<file path="src/sv/sol_ack_pkg.sv">
// Package with the command codes, status bits, sequence limits and header size of the ack tracker.
package sol_ack_pkg;

    localparam logic [1:0] CMD_SEND  = 2'd0;
    localparam logic [1:0] CMD_RECV  = 2'd1;
    localparam logic [1:0] CMD_RESET = 2'd2;

    localparam int unsigned ST_DATA_BIT   = 0;
    localparam int unsigned ST_RETRY_BIT  = 1;
    localparam int unsigned ST_UNUSED_BIT = 2;
    localparam int unsigned ST_BREAK_BIT  = 3;

    localparam logic [3:0] SEQ_NONE  = 4'd0;
    localparam logic [3:0] SEQ_FIRST = 4'd1;
    localparam logic [3:0] SEQ_TOP   = 4'd15;

    localparam logic [7:0] HDR_BYTES = 8'd4;

endpackage

</file>
<file path="src/sv/sol_ack_req_if.sv">
// Request channel carrying one send, receive-header or reset command.
interface sol_ack_req_if;
    logic       valid;
    logic       ready;
    logic [1:0] command;
    logic [7:0] send_count;
    logic [7:0] recv_length;
    logic [3:0] recv_seq;
    logic [3:0] ack_seq;
    logic [7:0] accepted_count;
    logic       nack_flag;
    logic       unavailable_flag;
    logic       inactive_flag;
    logic       overrun_flag;
    logic       break_flag;

    modport source (
        output valid, command, send_count, recv_length, recv_seq, ack_seq,
               accepted_count, nack_flag, unavailable_flag, inactive_flag,
               overrun_flag, break_flag,
        input  ready
    );

    modport sink (
        input  valid, command, send_count, recv_length, recv_seq, ack_seq,
               accepted_count, nack_flag, unavailable_flag, inactive_flag,
               overrun_flag, break_flag,
        output ready
    );
endinterface

</file>
<file path="src/sv/sol_ack_rsp_if.sv">
// Result channel carrying status, resend count and session counters.
interface sol_ack_rsp_if;
    logic       valid;
    logic       ready;
    logic [3:0] status;
    logic [7:0] resend_count;
    logic [3:0] send_seq;
    logic [7:0] recv_chars;

    modport source (
        output valid, status, resend_count, send_seq, recv_chars,
        input  ready
    );

    modport sink (
        input  valid, status, resend_count, send_seq, recv_chars,
        output ready
    );
endinterface

</file>
<file path="src/sv/sol_packet_ack_tracker_top.sv">
// Serial-over-LAN sequence and acknowledge tracker, one request per cycle while results drain.
//
//  channel | direction | payload
//  --------+-----------+---------------------------------------------------
//  req     | in        | command, send/receive header fields, partner flags
//  rsp     | out       | status, resend_count, send_seq, recv_chars
//
// For each request the session state updates at the accepting edge and the
// result lands in the output register at that same edge.
// A new request is taken every cycle while the output register is empty or
// being drained; a stalled result holds the request channel off.
// Reset clears the session state and empties the output register.
module sol_packet_ack_tracker_top
    import sol_ack_pkg::*;
(
    input  logic          clk,
    input  logic          rst_n,
    sol_ack_req_if.sink   req,
    sol_ack_rsp_if.source rsp
);

    logic [3:0] tx_seq_reg;
    logic [3:0] tx_seq_next;
    logic [7:0] tx_len_reg;
    logic [7:0] tx_len_next;
    logic [3:0] tx_acked_reg;
    logic [3:0] tx_acked_next;
    logic [3:0] rx_seq_reg;
    logic [3:0] rx_seq_next;
    logic [7:0] rx_len_reg;
    logic [7:0] rx_len_next;

    logic       rsp_valid_reg;
    logic [3:0] status_reg;
    logic [3:0] status_next;
    logic [7:0] resend_reg;
    logic [7:0] resend_next;
    logic [3:0] send_seq_reg;
    logic [7:0] recv_chars_reg;

    logic       req_fire;

    assign req.ready = !rsp_valid_reg || rsp.ready;
    assign req_fire  = req.valid && req.ready;

    always_comb
    begin
        logic       data_bit;
        logic       retry_bit;
        logic       dup_seq;
        logic [7:0] rlen_chars;

        tx_seq_next   = tx_seq_reg;
        tx_len_next   = tx_len_reg;
        tx_acked_next = tx_acked_reg;
        rx_seq_next   = rx_seq_reg;
        rx_len_next   = rx_len_reg;
        status_next   = '0;
        resend_next   = '0;
        data_bit      = 1'b0;
        retry_bit     = 1'b0;
        dup_seq       = 1'b0;
        rlen_chars    = '0;

        case (req.command)
            CMD_SEND:
            begin
                tx_seq_next = (tx_seq_reg == SEQ_TOP) ? SEQ_FIRST : tx_seq_reg + 4'd1;
                tx_len_next = req.send_count;
            end
            CMD_RECV:
            begin
                rlen_chars  = (req.recv_length > HDR_BYTES) ?
                              req.recv_length - HDR_BYTES : 8'd0;
                rx_len_next = rlen_chars;
                data_bit    = (rlen_chars != 8'd0);
                dup_seq     = (req.recv_seq != SEQ_NONE) && (req.recv_seq == rx_seq_reg);

                // A repeated receive sequence only reports data presence.
                if (!dup_seq)
                begin
                    if (req.recv_seq != SEQ_NONE)
                    begin
                        rx_seq_next = req.recv_seq;
                    end
                    if (req.ack_seq != SEQ_NONE)
                    begin
                        if (req.ack_seq != tx_seq_reg)
                        begin
                            retry_bit = 1'b1;
                        end
                        else if (req.accepted_count < tx_len_reg &&
                                 tx_acked_reg < tx_seq_reg)
                        begin
                            resend_next = tx_len_reg - req.accepted_count;
                            retry_bit   = 1'b1;
                        end
                        tx_acked_next = req.ack_seq;
                    end
                    if (tx_seq_reg != SEQ_NONE &&
                        (req.nack_flag || req.unavailable_flag ||
                         req.inactive_flag || req.overrun_flag))
                    begin
                        retry_bit = 1'b1;
                    end
                    // Retry only stands while something sent is still unacknowledged.
                    if (retry_bit)
                    begin
                        if (tx_acked_next < tx_seq_reg)
                        begin
                            if (resend_next == 8'd0)
                            begin
                                resend_next = tx_len_reg;
                            end
                        end
                        else
                        begin
                            retry_bit = 1'b0;
                        end
                    end
                    status_next[ST_BREAK_BIT] = req.break_flag;
                end
                status_next[ST_DATA_BIT]   = data_bit;
                status_next[ST_RETRY_BIT]  = retry_bit;
                status_next[ST_UNUSED_BIT] = 1'b0;
            end
            CMD_RESET:
            begin
                tx_seq_next   = '0;
                tx_len_next   = '0;
                tx_acked_next = '0;
                rx_seq_next   = '0;
                rx_len_next   = '0;
            end
            default:
            begin
            end
        endcase
    end

    always_ff @(posedge clk or negedge rst_n)
    begin
        if (!rst_n)
        begin
            tx_seq_reg    <= '0;
            tx_len_reg    <= '0;
            tx_acked_reg  <= '0;
            rx_seq_reg    <= '0;
            rx_len_reg    <= '0;
            rsp_valid_reg <= 1'b0;
        end
        else
        begin
            if (req_fire)
            begin
                tx_seq_reg   <= tx_seq_next;
                tx_len_reg   <= tx_len_next;
                tx_acked_reg <= tx_acked_next;
                rx_seq_reg   <= rx_seq_next;
                rx_len_reg   <= rx_len_next;
            end
            if (req_fire)
            begin
                rsp_valid_reg <= 1'b1;
            end
            else if (rsp.ready)
            begin
                rsp_valid_reg <= 1'b0;
            end
        end
    end

    always_ff @(posedge clk)
    begin
        if (req_fire)
        begin
            status_reg     <= status_next;
            resend_reg     <= resend_next;
            send_seq_reg   <= tx_seq_next;
            recv_chars_reg <= rx_len_next;
        end
    end

    assign rsp.valid        = rsp_valid_reg;
    assign rsp.status       = status_reg;
    assign rsp.resend_count = resend_reg;
    assign rsp.send_seq     = send_seq_reg;
    assign rsp.recv_chars   = recv_chars_reg;

endmodule

</file>
<file path="src/flat_wrapper.sv">
// flat-port wrapper written by rule: the top's interface ports become plain ports
module sol_packet_ack_tracker_top_flat import sol_ack_pkg::*;
  (clk, rst_n, req_valid, req_command, req_send_count, req_recv_length, req_recv_seq, req_ack_seq, req_accepted_count, req_nack_flag, req_unavailable_flag, req_inactive_flag, req_overrun_flag, req_break_flag, req_ready, rsp_valid, rsp_status, rsp_resend_count, rsp_send_seq, rsp_recv_chars, rsp_ready);
  sol_ack_req_if req_i ();
  sol_ack_rsp_if rsp_i ();
  input  logic clk;
  input  logic rst_n;
  input wire logic [$bits(req_i.valid)-1:0] req_valid;
  input wire logic [$bits(req_i.command)-1:0] req_command;
  input wire logic [$bits(req_i.send_count)-1:0] req_send_count;
  input wire logic [$bits(req_i.recv_length)-1:0] req_recv_length;
  input wire logic [$bits(req_i.recv_seq)-1:0] req_recv_seq;
  input wire logic [$bits(req_i.ack_seq)-1:0] req_ack_seq;
  input wire logic [$bits(req_i.accepted_count)-1:0] req_accepted_count;
  input wire logic [$bits(req_i.nack_flag)-1:0] req_nack_flag;
  input wire logic [$bits(req_i.unavailable_flag)-1:0] req_unavailable_flag;
  input wire logic [$bits(req_i.inactive_flag)-1:0] req_inactive_flag;
  input wire logic [$bits(req_i.overrun_flag)-1:0] req_overrun_flag;
  input wire logic [$bits(req_i.break_flag)-1:0] req_break_flag;
  output wire logic [$bits(req_i.ready)-1:0] req_ready;
  output wire logic [$bits(rsp_i.valid)-1:0] rsp_valid;
  output wire logic [$bits(rsp_i.status)-1:0] rsp_status;
  output wire logic [$bits(rsp_i.resend_count)-1:0] rsp_resend_count;
  output wire logic [$bits(rsp_i.send_seq)-1:0] rsp_send_seq;
  output wire logic [$bits(rsp_i.recv_chars)-1:0] rsp_recv_chars;
  input wire logic [$bits(rsp_i.ready)-1:0] rsp_ready;
  assign req_i.valid = req_valid;
  assign req_i.command = req_command;
  assign req_i.send_count = req_send_count;
  assign req_i.recv_length = req_recv_length;
  assign req_i.recv_seq = req_recv_seq;
  assign req_i.ack_seq = req_ack_seq;
  assign req_i.accepted_count = req_accepted_count;
  assign req_i.nack_flag = req_nack_flag;
  assign req_i.unavailable_flag = req_unavailable_flag;
  assign req_i.inactive_flag = req_inactive_flag;
  assign req_i.overrun_flag = req_overrun_flag;
  assign req_i.break_flag = req_break_flag;
  assign req_ready = req_i.ready;
  assign rsp_valid = rsp_i.valid;
  assign rsp_status = rsp_i.status;
  assign rsp_resend_count = rsp_i.resend_count;
  assign rsp_send_seq = rsp_i.send_seq;
  assign rsp_recv_chars = rsp_i.recv_chars;
  assign rsp_i.ready = rsp_ready;
  sol_packet_ack_tracker_top u_core (.clk(clk), .rst_n(rst_n), .req(req_i), .rsp(rsp_i));
endmodule
</file>
<file path="config.mk">
export PLATFORM = sky130hd
export DESIGN_NAME = sol_packet_ack_tracker_top_flat
export DESIGN_NICKNAME = d
export VERILOG_FILES = /design/src/sv/sol_ack_pkg.sv /design/src/sv/sol_ack_req_if.sv /design/src/sv/sol_ack_rsp_if.sv /design/src/sv/sol_packet_ack_tracker_top.sv /design/src/flat_wrapper.sv
export SDC_FILE = /design/constraint.sdc
export NUM_CORES = 1
export LEC_CHECK = 0
export ABC_AREA = 0
export ABC_CLOCK_PERIOD_IN_PS = 2900
export BUFFER_PORTS_ARGS = -buffer_cell sky130_fd_sc_hd__buf_2
export CAP_MARGIN = 20
export CORE_ASPECT_RATIO = 0.6
export CORE_MARGIN = 10
export CORE_UTILIZATION = 57
export CTS_BUF_LIST = sky130_fd_sc_hd__clkbuf_4 sky130_fd_sc_hd__clkbuf_8
export DETAILED_ROUTE_END_ITERATION = 10
export PLACE_DENSITY = 0.78
export SLEW_MARGIN = 20
export SYNTH_ARGS = -nofsm -noshare
export SYNTH_HDL_FRONTEND = slang
export SYNTH_SLANG_ARGS = --single-unit
</file>
<file path="constraint.sdc">
create_clock -name clk -period 2.9 [get_ports clk]
set_input_delay 0.87 -clock clk [delete_from_list [all_inputs] [get_ports clk]]
set_output_delay 0.87 -clock clk [all_outputs]
set_load 0.005 [all_outputs]
</file>
# --- Yosys cells after proc, flatten, opt, wreduce, memory -nomap -nowiden ---
# Index checks and enable logic that the tools add are counted.
classes:
  reduce_logical: 23
  shift: 0
  magnitude_cmp: 4
  bitwise_logic: 2
  div_mod_pow: 0
  n_addsub: 3
  n_mux: 30
  mul: 0
  n_eq_ne: 7
op_table:
  columns: ["op", "n"]
  rows:
  - ["two-way mux 8 bit", 9]
  - ["one-hot mux 8 bit (2 select lines)", 2]
  - ["two-way mux 4 bit", 7]
  - ["one-hot mux 4 bit (2 select lines)", 3]
  - ["nonzero test 4 bit", 3]
  - ["two-way mux 1 bit", 9]
  - ["> comparator 8 x 3 -> 1 bit, second input constant", 1]
  - ["logical NOT 8 bit", 1]
  - ["less-than comparator 4 bit", 2]
  - ["less-than comparator 8 bit", 1]
  - ["nonzero test 8 bit", 1]
  - ["subtractor 8 x 3 -> 8 bit, second input constant", 1]
  - ["subtractor 8 bit", 1]
  - ["nonzero test 2 bit", 3]
  - ["adder 4 x 1 -> 4 bit, second input constant", 1]
  - ["equality test 4 bit", 1]
  - ["equality test 4 bit, second input constant", 1]
  - ["logical AND 1 bit", 4]
  - ["logical OR 1 bit", 4]
  - ["!= test 4 bit", 1]
  - ["AND reduction 4 bit", 1]
  - ["AND reduction 3 bit", 1]
  - ["OR reduction 3 bit", 1]
  - ["equality test 2 x 1 -> 1 bit, second input constant", 1]
  - ["8 further kinds", 9]
word_totals:
  output_inout_bits: 26
  regBits: 53
  rom_bits: 0
  inputBits: 43
  n_memories: 0
  latch_bits: 0
  mem_bits_rw: 0

# --- Logic depth before layout (Yosys ltp) ---
# Gate-level depths: netlist of run 1.
logic_depth:
  word_depth: 11
  ltp_mapped: 11
  mapped_depth_nobuf: 10

# --- Worst setup path before layout of run 1 ---
# Ideal clock, no wire load.
synth_timing:
  path_type: "input -> register"
  from: "in req_accepted_count[0]"
  to: "reg u_core.resend_reg[7], in the netlist u_core.rsp.resend_count[7] (data pin)"
  cell_stages: 10
  required_time_ns: 2.626
  arrival_ns: 2.724
  setup_slack_ns: -0.098
  cell_sequence: "ha_1 -> inv_1 -> fa_1 -> nand3_1 -> a21oi_1 -> nor3_1 -> o221ai_1 -> clkbuf_1 -> nand4_1 -> o211ai_2"
synth_between:
  elab_chain_len: 11
  word_cells_on_any_way: 18
  cone_classes: "add/sub: 1; order compare: 1; mux: 14; reduce/logical: 2"
synth_lines:
  columns: ["item", "line_no", "text"]
  rows:
  - ["start, declared", "flat_wrapper.sv:14", "input wire logic [$bits(req_i.accepted_count)-1:0] req_accepted_count;"]
  - ["less-than comparator 8 bit", "sol_packet_ack_tracker_top.sv:92", "else if (req.accepted_count < tx_len_reg &&"]
  - ["logical AND 1 bit", "sol_packet_ack_tracker_top.sv:92", null]
  - ["two-way mux 8 bit", "sol_packet_ack_tracker_top.sv:92", null]
  - ["two-way mux 8 bit", "sol_packet_ack_tracker_top.sv:88", "if (req.ack_seq != tx_seq_reg)"]
  - ["two-way mux 8 bit", "sol_packet_ack_tracker_top.sv:86", "if (req.ack_seq != SEQ_NONE)"]
  - ["two-way mux 8 bit", "sol_packet_ack_tracker_top.sv:80", "if (!dup_seq)"]
  - ["two-way mux 8 bit", "sol_packet_ack_tracker_top.sv:65", "case (req.command)"]
  - ["logical NOT 8 bit", "sol_packet_ack_tracker_top.sv:111", "if (resend_next == 8'd0)"]
  - ["two-way mux 8 bit", "sol_packet_ack_tracker_top.sv:111", null]
  - ["two-way mux 8 bit", "sol_packet_ack_tracker_top.sv:109", "if (tx_acked_next < tx_seq_reg)"]
  - ["two-way mux 8 bit (*)", "sol_packet_ack_tracker_top.sv:107", "if (retry_bit)"]
  - ["end signal, assigned", "sol_packet_ack_tracker_top.sv:178", "resend_reg <= resend_next;"]
  - ["end, declared", "sol_packet_ack_tracker_top.sv:36", "logic [7:0] resend_reg;"]
# Every way passes the cells marked *; elsewhere a longest branch is shown, timed or not. The select of a mux whose other input is x is not followed.
# A chain may end at the register's enable or synchronous reset.

# --- Worst setup path after layout of run 1 ---
layout_timing:
  from: "in req_accepted_count[0]"
  to: "reg u_core.resend_reg[0], in the netlist u_core.rsp.resend_count[0] (data pin)"
# Same word-level chain as after synthesis.

==> impl_metrics.ini, run 1 <==
[cts]
cts_resized = 0
h-tree-depth = 2
cts.clk_slew.worst_paths_ns = 0.10
cts.sinks = 52
holdBufCountCts = 0
cts-buffers-inserted = 5
worstSkewPairLatency_ns = 0.30
clockRootBuffer = clkbuf_8
cts_tree = yes
postCtsSetupBuffers = 0
clk_path_buf_depth = 2

[min_path]
holdPathStages = 2
min_from = u_core.rx_len_reg[0]
whs_endpoint = u_core.rx_len_reg[0]
hold_class = reg2reg

[finish]
area_growth_pct = 21.5
final_cell_count_no_fill = 529
n_antenna_cell = 0
final_core_util_pct = 72.6
postLayoutCellArea_mm2 = 0.00410
drive_gt1_share_pct = 30.1
final_nets = 513

[global_routing]
grt_overflow = 0
grt_max_degree = 30
grt_util_all_layers_pct = 18.1
grt_pass1_wl_um = 14200
antenna_found_initial = 0
grt_pass1_vias = 2936

[status]
status = complete, no violations

[sta]
period_share_pct = 95.8
fmax_mhz = 360
rsz0062_at_grt = no
setup_viol = 0
fin_ws_ns = 0.122
maxSlewViolCount = 0
hold_violations = 0
fin_setup_tns_ns = 0
relSlewSlack_pct = 57.1
max_slew.worst_pin.slew_ns = 0.644
fin_crit_ns = 2.78
finClkSkew_ns = 0.00698

[yosys]
synth_cell_type_count = 61
ys.flop_type = dfrtp_1
synth_edf_count = 23
synth.net_count = 418
avgSynthCellArea_um2 = 9.56
ys_ff_latch = 52
syn_area_mm2 = 0.00337
synth_seq_area_share_pct = 42.0
syn_inst = 353
yosysWarningCount = 0
async_flop_share_pct = 55.8

[die]
core_mm2 = 0.00565
die_h_um = 79.6
chipWidth_um = 119
io_pins = 69
dieArea_mm2 = 0.00950
start_util_pct = 59.7
rows = 21

[setup_path]
r2r-end = u_core.rsp.resend_count[0]
reg2reg_from = u_core.tx_len_reg[0]
critPathCaptureType = register
crit_family = compound AO/OA/AOI/OAI gates
crit_chain = buf_2 > ha_1 > inv_1 > fa_1 > nand3_1 > a21oi_1 > nor3_2 > o221ai_1 > a41oi_1 > o31ai_2
reg2reg_depth = 10
path_max_fanout = 4
worst_path_largest_cell_delay_ns = 0.39
crit_start = req_accepted_count[0]
cp_slowest_cell = fa_1
critPathBufInv = 2
r2r_slack_ns = 0.15
cp_data_required_time_ns = 2.95
critPathArrivalTime_ns = 2.83
start_kind = input pin
crit_type = in2reg

[detailed_routing]
ant_nets = 0
wl_per_cell_um = 16.8
wirelength_um = 8880
first_pass_iters = 5
drt_iter0_drc = 227
drc = 0
via_per_inst = 5.76
num_vias = 3046

[power_and_ir_drop]
power_frac_seq_pct = 45.3
power.leakage_uw = 0.00183
switching_share_pct = 34.9
internal_power_uw = 1400
switching_power_uw = 750
ir_worst_vdd_uv = 322
clkPwrFrac_pct = 19.1
power_density_mw_per_mm2 = 524
power_frac_comb_pct = 35.6

[run]
max_cap_violations = 0

[placed_design]
place_area_mm2 = 0.00399
hpwl_um = 7090
pre_cts_ws_ns = -0.235
placed_cells = 521
gp_congestion = 0.906
io_buffers = 67
==> cell type report <==
| cell class | count | area, um^2 |
|---|---|---|
| Timing Repair Buffer | 99 | 576 |
| Clock inverter | 3 | 18.8 |
| Clock buffer | 5 | 68.8 |
| Inverter | 33 | 124 |
| Tap cell | 80 | 100 |
| Fill cell | 428 | 1550 |
| Multi-Input combinational cell | 257 | 1800 |
| Sequential cell | 52 | 1420 |
==> cells by family after synthesis <==
family | Yosys count | synth area share (%)
flops | 52 | 42.0
xor+xnor | 13 | 3.38
compound gates | 80 | 15.8
fa+ha+maj | 22 | 8.38
buf+inv | 44 | 5.49
simple gates | 129 | 20.9
other cells | 1 | 0.111
mux | 12 | 4.01
==> placed cells by master (no fill, tap or decap), types with 7 or more instances in the layout <==
cell / netlist / final
a21oi_1: 10 / 10
buf_2: 1 / 67
buf_4: 1 / 32
dfrtp_1: 29 / 29
edfxtp_1: 23 / 23
ha_1: 21 / 20
inv_1: 32 / 32
mux2_2: 12 / 12
nand2_1: 40 / 40
nand2b_1: 13 / 13
nand3_1: 14 / 14
nand3b_1: 8 / 8
nand4_1: 9 / 9
nor2_1: 13 / 13
nor2b_1: 7 / 7
o211ai_1: 7 / 7
o21ai_0: 33 / 33
xor2_1: 7 / 7
==> through the flow <==
step	hold WS, ns	power, uW
floorplan	0.450	1430
finish	0.494	2150
CTS	0.499	2130
global route	0.538	2280
global placement	0.464	1690
detailed placement	0.477	1720
==> cells in the mapped netlist, types with 2 or more instances <==
cell type	n	area (um^2)
xnor2_1	6	52.6
a31o_2	3	26.3
nor2_1	13	48.8
a21oi_1	10	50.1
mux2_2	12	135
nand3b_1	8	60.1
xor2_1	7	61.3
nand4_1	9	56.3
nand2_1	40	150
nor4_1	5	31.3
a22o_1	2	17.5
a41oi_1	2	17.5
or4_4	2	22.5
clkbuf_1	7	26.3
nor3_1	6	30.0
buf_6	2	22.5
o21ai_1	2	10.0
o21ai_0	33	165
dfrtp_1	29	726
ha_1	21	263
edfxtp_1	23	691
inv_1	32	120
nand2b_1	13	81.3
nor4b_1	2	17.5
o211ai_1	7	52.6
nor2b_1	7	43.8
nand3_1	14	70.1
a31oi_1	2	12.5
a21boi_0	2	15.0
==> per-layer routing <==
metal | wire (um) | share of wire (%) | GRT usage, %
met3 | 857 | 9.7 | 5.08
met4 | 70 | 0.79 | 3.84
met1 | 4180 | 47 | 26.0
met2 | 3770 | 42 | 26.4
met5 | 0 | 0 | 0
==> worst register-to-register path: stages (launching register included) <==
cell and delay, ns:
dfrtp_1 0.46, inv_1 0.14, ha_1 0.18, inv_1 0.06
fa_1 0.39, nand3_1 0.21, a21oi_1 0.12, nor3_2 0.23
o221ai_1 0.24, a41oi_1 0.38, o31ai_2 0.11
==> worst max path at each step <==
stage | to | cells past startpoint | slack, ns
3_3_place_gp | u_core.rsp.resend_count[0] | 11 | -0.15
4_1_cts | u_core.rsp.resend_count[0] | 11 | 0.07
2_1_floorplan | u_core.rsp.resend_count[7] | 10 | 0.01
5_1_grt | u_core.rsp.resend_count[1] | 10 | 0.03
3_5_place_dp | u_core.rsp.resend_count[0] | 11 | -0.23
6_report | u_core.rsp.resend_count[0] | 10 | 0.12
==> power groups by stage <==
| stage | logic (uW) | clock network [uW] | registers, uW |
|---|---|---|---|
| final | 766 | 410 | 974 |
| after global placement | 713 | 0 | 978 |
| after detailed placement | 739 | 0 | 984 |
| after floorplan | 475 | 0 | 958 |
| after CTS | 744 | 412 | 969 |
| after global routing | 847 | 447 | 985 |
(Power assumes the default switching activity.)
==> run 2, diff against run 1 <==
--- a/config.mk
+++ b/config.mk
@@ -6,14 +6,15 @@
 export NUM_CORES = 1
 export LEC_CHECK = 0
 export ABC_AREA = 0
-export ABC_CLOCK_PERIOD_IN_PS = 2900
-export BUFFER_PORTS_ARGS = -buffer_cell sky130_fd_sc_hd__buf_2
+export ABC_CLOCK_PERIOD_IN_PS = 2830
+export BUFFER_PORTS_ARGS = -buffer_cell sky130_fd_sc_hd__buf_4
 export CAP_MARGIN = 20
 export CORE_ASPECT_RATIO = 0.6
 export CORE_MARGIN = 10
 export CORE_UTILIZATION = 57
 export CTS_BUF_LIST = sky130_fd_sc_hd__clkbuf_4 sky130_fd_sc_hd__clkbuf_8
 export DETAILED_ROUTE_END_ITERATION = 10
+export GPL_ROUTABILITY_DRIVEN = 0
 export PLACE_DENSITY = 0.78
 export SLEW_MARGIN = 20
 export SYNTH_ARGS = -nofsm -noshare
==> constraint.sdc (replaced) <==
create_clock -name clk -period 2.83 [get_ports clk]
set_input_delay 0.849 -clock clk [delete_from_list [all_inputs] [get_ports clk]]
set_output_delay 0.849 -clock clk [all_outputs]
set_load 0.005 [all_outputs]
==> impl_metrics.ini, run 2 (same netlist as run 1, synthesis figures left out) <==
[status]
status = complete, no violations

[power_and_ir_drop]
power_frac_comb_pct = 34.8
power_frac_seq_pct = 42.7
ir_worst_vdd_uv = 285
finalPower_uw = 2330
clkPwrFrac_pct = 22.5
power.leakage_uw = 0.00189
switching_power_uw = 780
internal_power_uw = 1550
switching_share_pct = 33.4
power_density_mw_per_mm2 = 547

[setup_path]
cp_data_required_time_ns = 2.98
path_max_fanout = 8
crit_chain = buf_4 > ha_1 > inv_1 > fa_1 > buf_4 > xnor2_1 > nand3b_1 > nor3_1 > o211ai_1 > buf_4 > o211ai_1
crit_start = req_accepted_count[0]
worst_path_largest_cell_delay_ns = 0.39
cp_slowest_cell = fa_1
crit_family = adder cells
reg2reg_depth = 11
critPathArrivalTime_ns = 2.84
start_kind = input pin
critPathMostFrequentCell = buf_4
crit_type = in2reg
reg2reg_from = u_core.tx_len_reg[0]
critPathBufInv = 4
r2r_slack_ns = 0.23
critical_path_cell_count = 11
critPathCaptureType = register
r2r-end = u_core.rsp.resend_count[1]
cp-endpoint = u_core.rsp.resend_count[1]

[finish]
final_cell_count_no_fill = 526
final_common_cell = buf_4
n_antenna_cell = 0
nFillCells = 435
final_nets = 510
layout_common_cells = buf_4 (96), nand2_1 (40), o21ai_0 (33)
final_core_util_pct = 75.5
seq_area_mm2 = 0.00142
area_growth_pct = 26.4
multi_input_area_mm2 = 0.00179
drive_gt1_share_pct = 29.4

[detailed_routing]
drt-met1-wl_um = 4470
num_vias = 3071
drc = 0
routed-wl-met2_um = 3800
ant_nets = 0
first_pass_iters = 5
highest_layer = met4
via_per_inst = 5.84
wirelength_um = 9090
dr_wl_met3_um = 758
drt_iter0_drc = 237
wl_per_cell_um = 17.3

[sta]
max_slew.worst_pin.slew_ns = 1.00
fin_setup_tns_ns = 0
fmax_mhz = 371
relSlewSlack_pct = 32.6
hold_violations = 0
setup_viol = 0
finClkSkew_ns = 0.00437
maxSlewViolCount = 0
fin_crit_ns = 2.69
period_share_pct = 95.2

[run]
max_cap_violations = 0

[cts]
cts-buffers-inserted = 5
clockRootBuffer = clkbuf_8
cts_resized = 0
h-tree-depth = 2
holdBufCountCts = 0
cts.clk_slew.worst_paths_ns = 0.10
worstSkewPairLatency_ns = 0.31
cts_tree = yes
cts.sinks = 52
clk_path_buf_depth = 2
postCtsSetupBuffers = 0

[placed_design]
placed_cells = 518
hpwl_um = 7370
io_buffers = 67

[die]
chipWidth_um = 119
core_mm2 = 0.00565
rows = 21
dieArea_mm2 = 0.00950
start_util_pct = 59.7
die_h_um = 79.6
io_pins = 69

[global_routing]
grt_max_degree = 30
grt_util_all_layers_pct = 18.9
grt_pass1_vias = 2910
grt_overflow = 0
grt_pass1_wl_um = 14800
antenna_found_initial = 0

[min_path]
hold_class = in2async
## run 2: through the flow
stage | setup WS [ns] | hold WS (ns) | area (um^2)
after global placement | -0.0723 | 0.463 | 4140
after floorplan | 0.0383 | 0.450 | 3390
final | 0.136 | 0.450 | 4260
after global routing | -0.0281 | 0.470 | 4260
after CTS | 0.173 | 0.453 | 4260
after detailed placement | -0.161 | 0.479 | 4140
## run 2: worst register-to-register path, stage by stage, from the launching register on
cell      delay [ns]
dfrtp_1         0.43
inv_1           0.09
ha_1            0.17
inv_1           0.06
fa_1            0.39
buf_4           0.15
xnor2_1         0.19
nand3b_1        0.11
nor3_1          0.30
o211ai_1        0.14
buf_4           0.20
o211ai_1        0.21
## run 2: worst min path at each step
stage,start,to,slack (ns),cells after the start
after floorplan,u_core.rx_len_reg[0],u_core.rx_len_reg[0],0.45,2
after global placement,u_core.rx_len_reg[4],u_core.rx_len_reg[4],0.46,2
after detailed placement,u_core.rx_len_reg[4],u_core.rx_len_reg[4],0.48,2
after CTS,rst_n,u_core.tx_acked_reg[2],0.45,1
after global routing,rst_n,u_core.rx_len_reg[0],0.47,1
final,rst_n,u_core.tx_acked_reg[2],0.45,1
## run 2: routing by layer
layer	GRT usage [%]	up-vias
met3	4.45	9
met5	0	-
met4	4.32	0
met1	28.0	1468
li1	-	1455
met2	27.2	139
## run 2: layout make-up
class	count	share of cell area, %
Multi-Input combinational cell	257	41.9
Sequential cell	52	33.2
Timing Repair Buffer	96	16.9
Inverter	33	2.91
Tap cell	80	2.35
Clock buffer	5	1.61
Clock inverter	3	1.09
## run 2: power groups by stage
stage	clock, uW	combinational [uW]	sequential (uW)
3_3_place_gp	0	759	1000
6_report	526	812	995
3_5_place_dp	0	794	1010
5_1_grt	562	902	1010
4_1_cts	535	801	991
2_1_floorplan	0	493	982
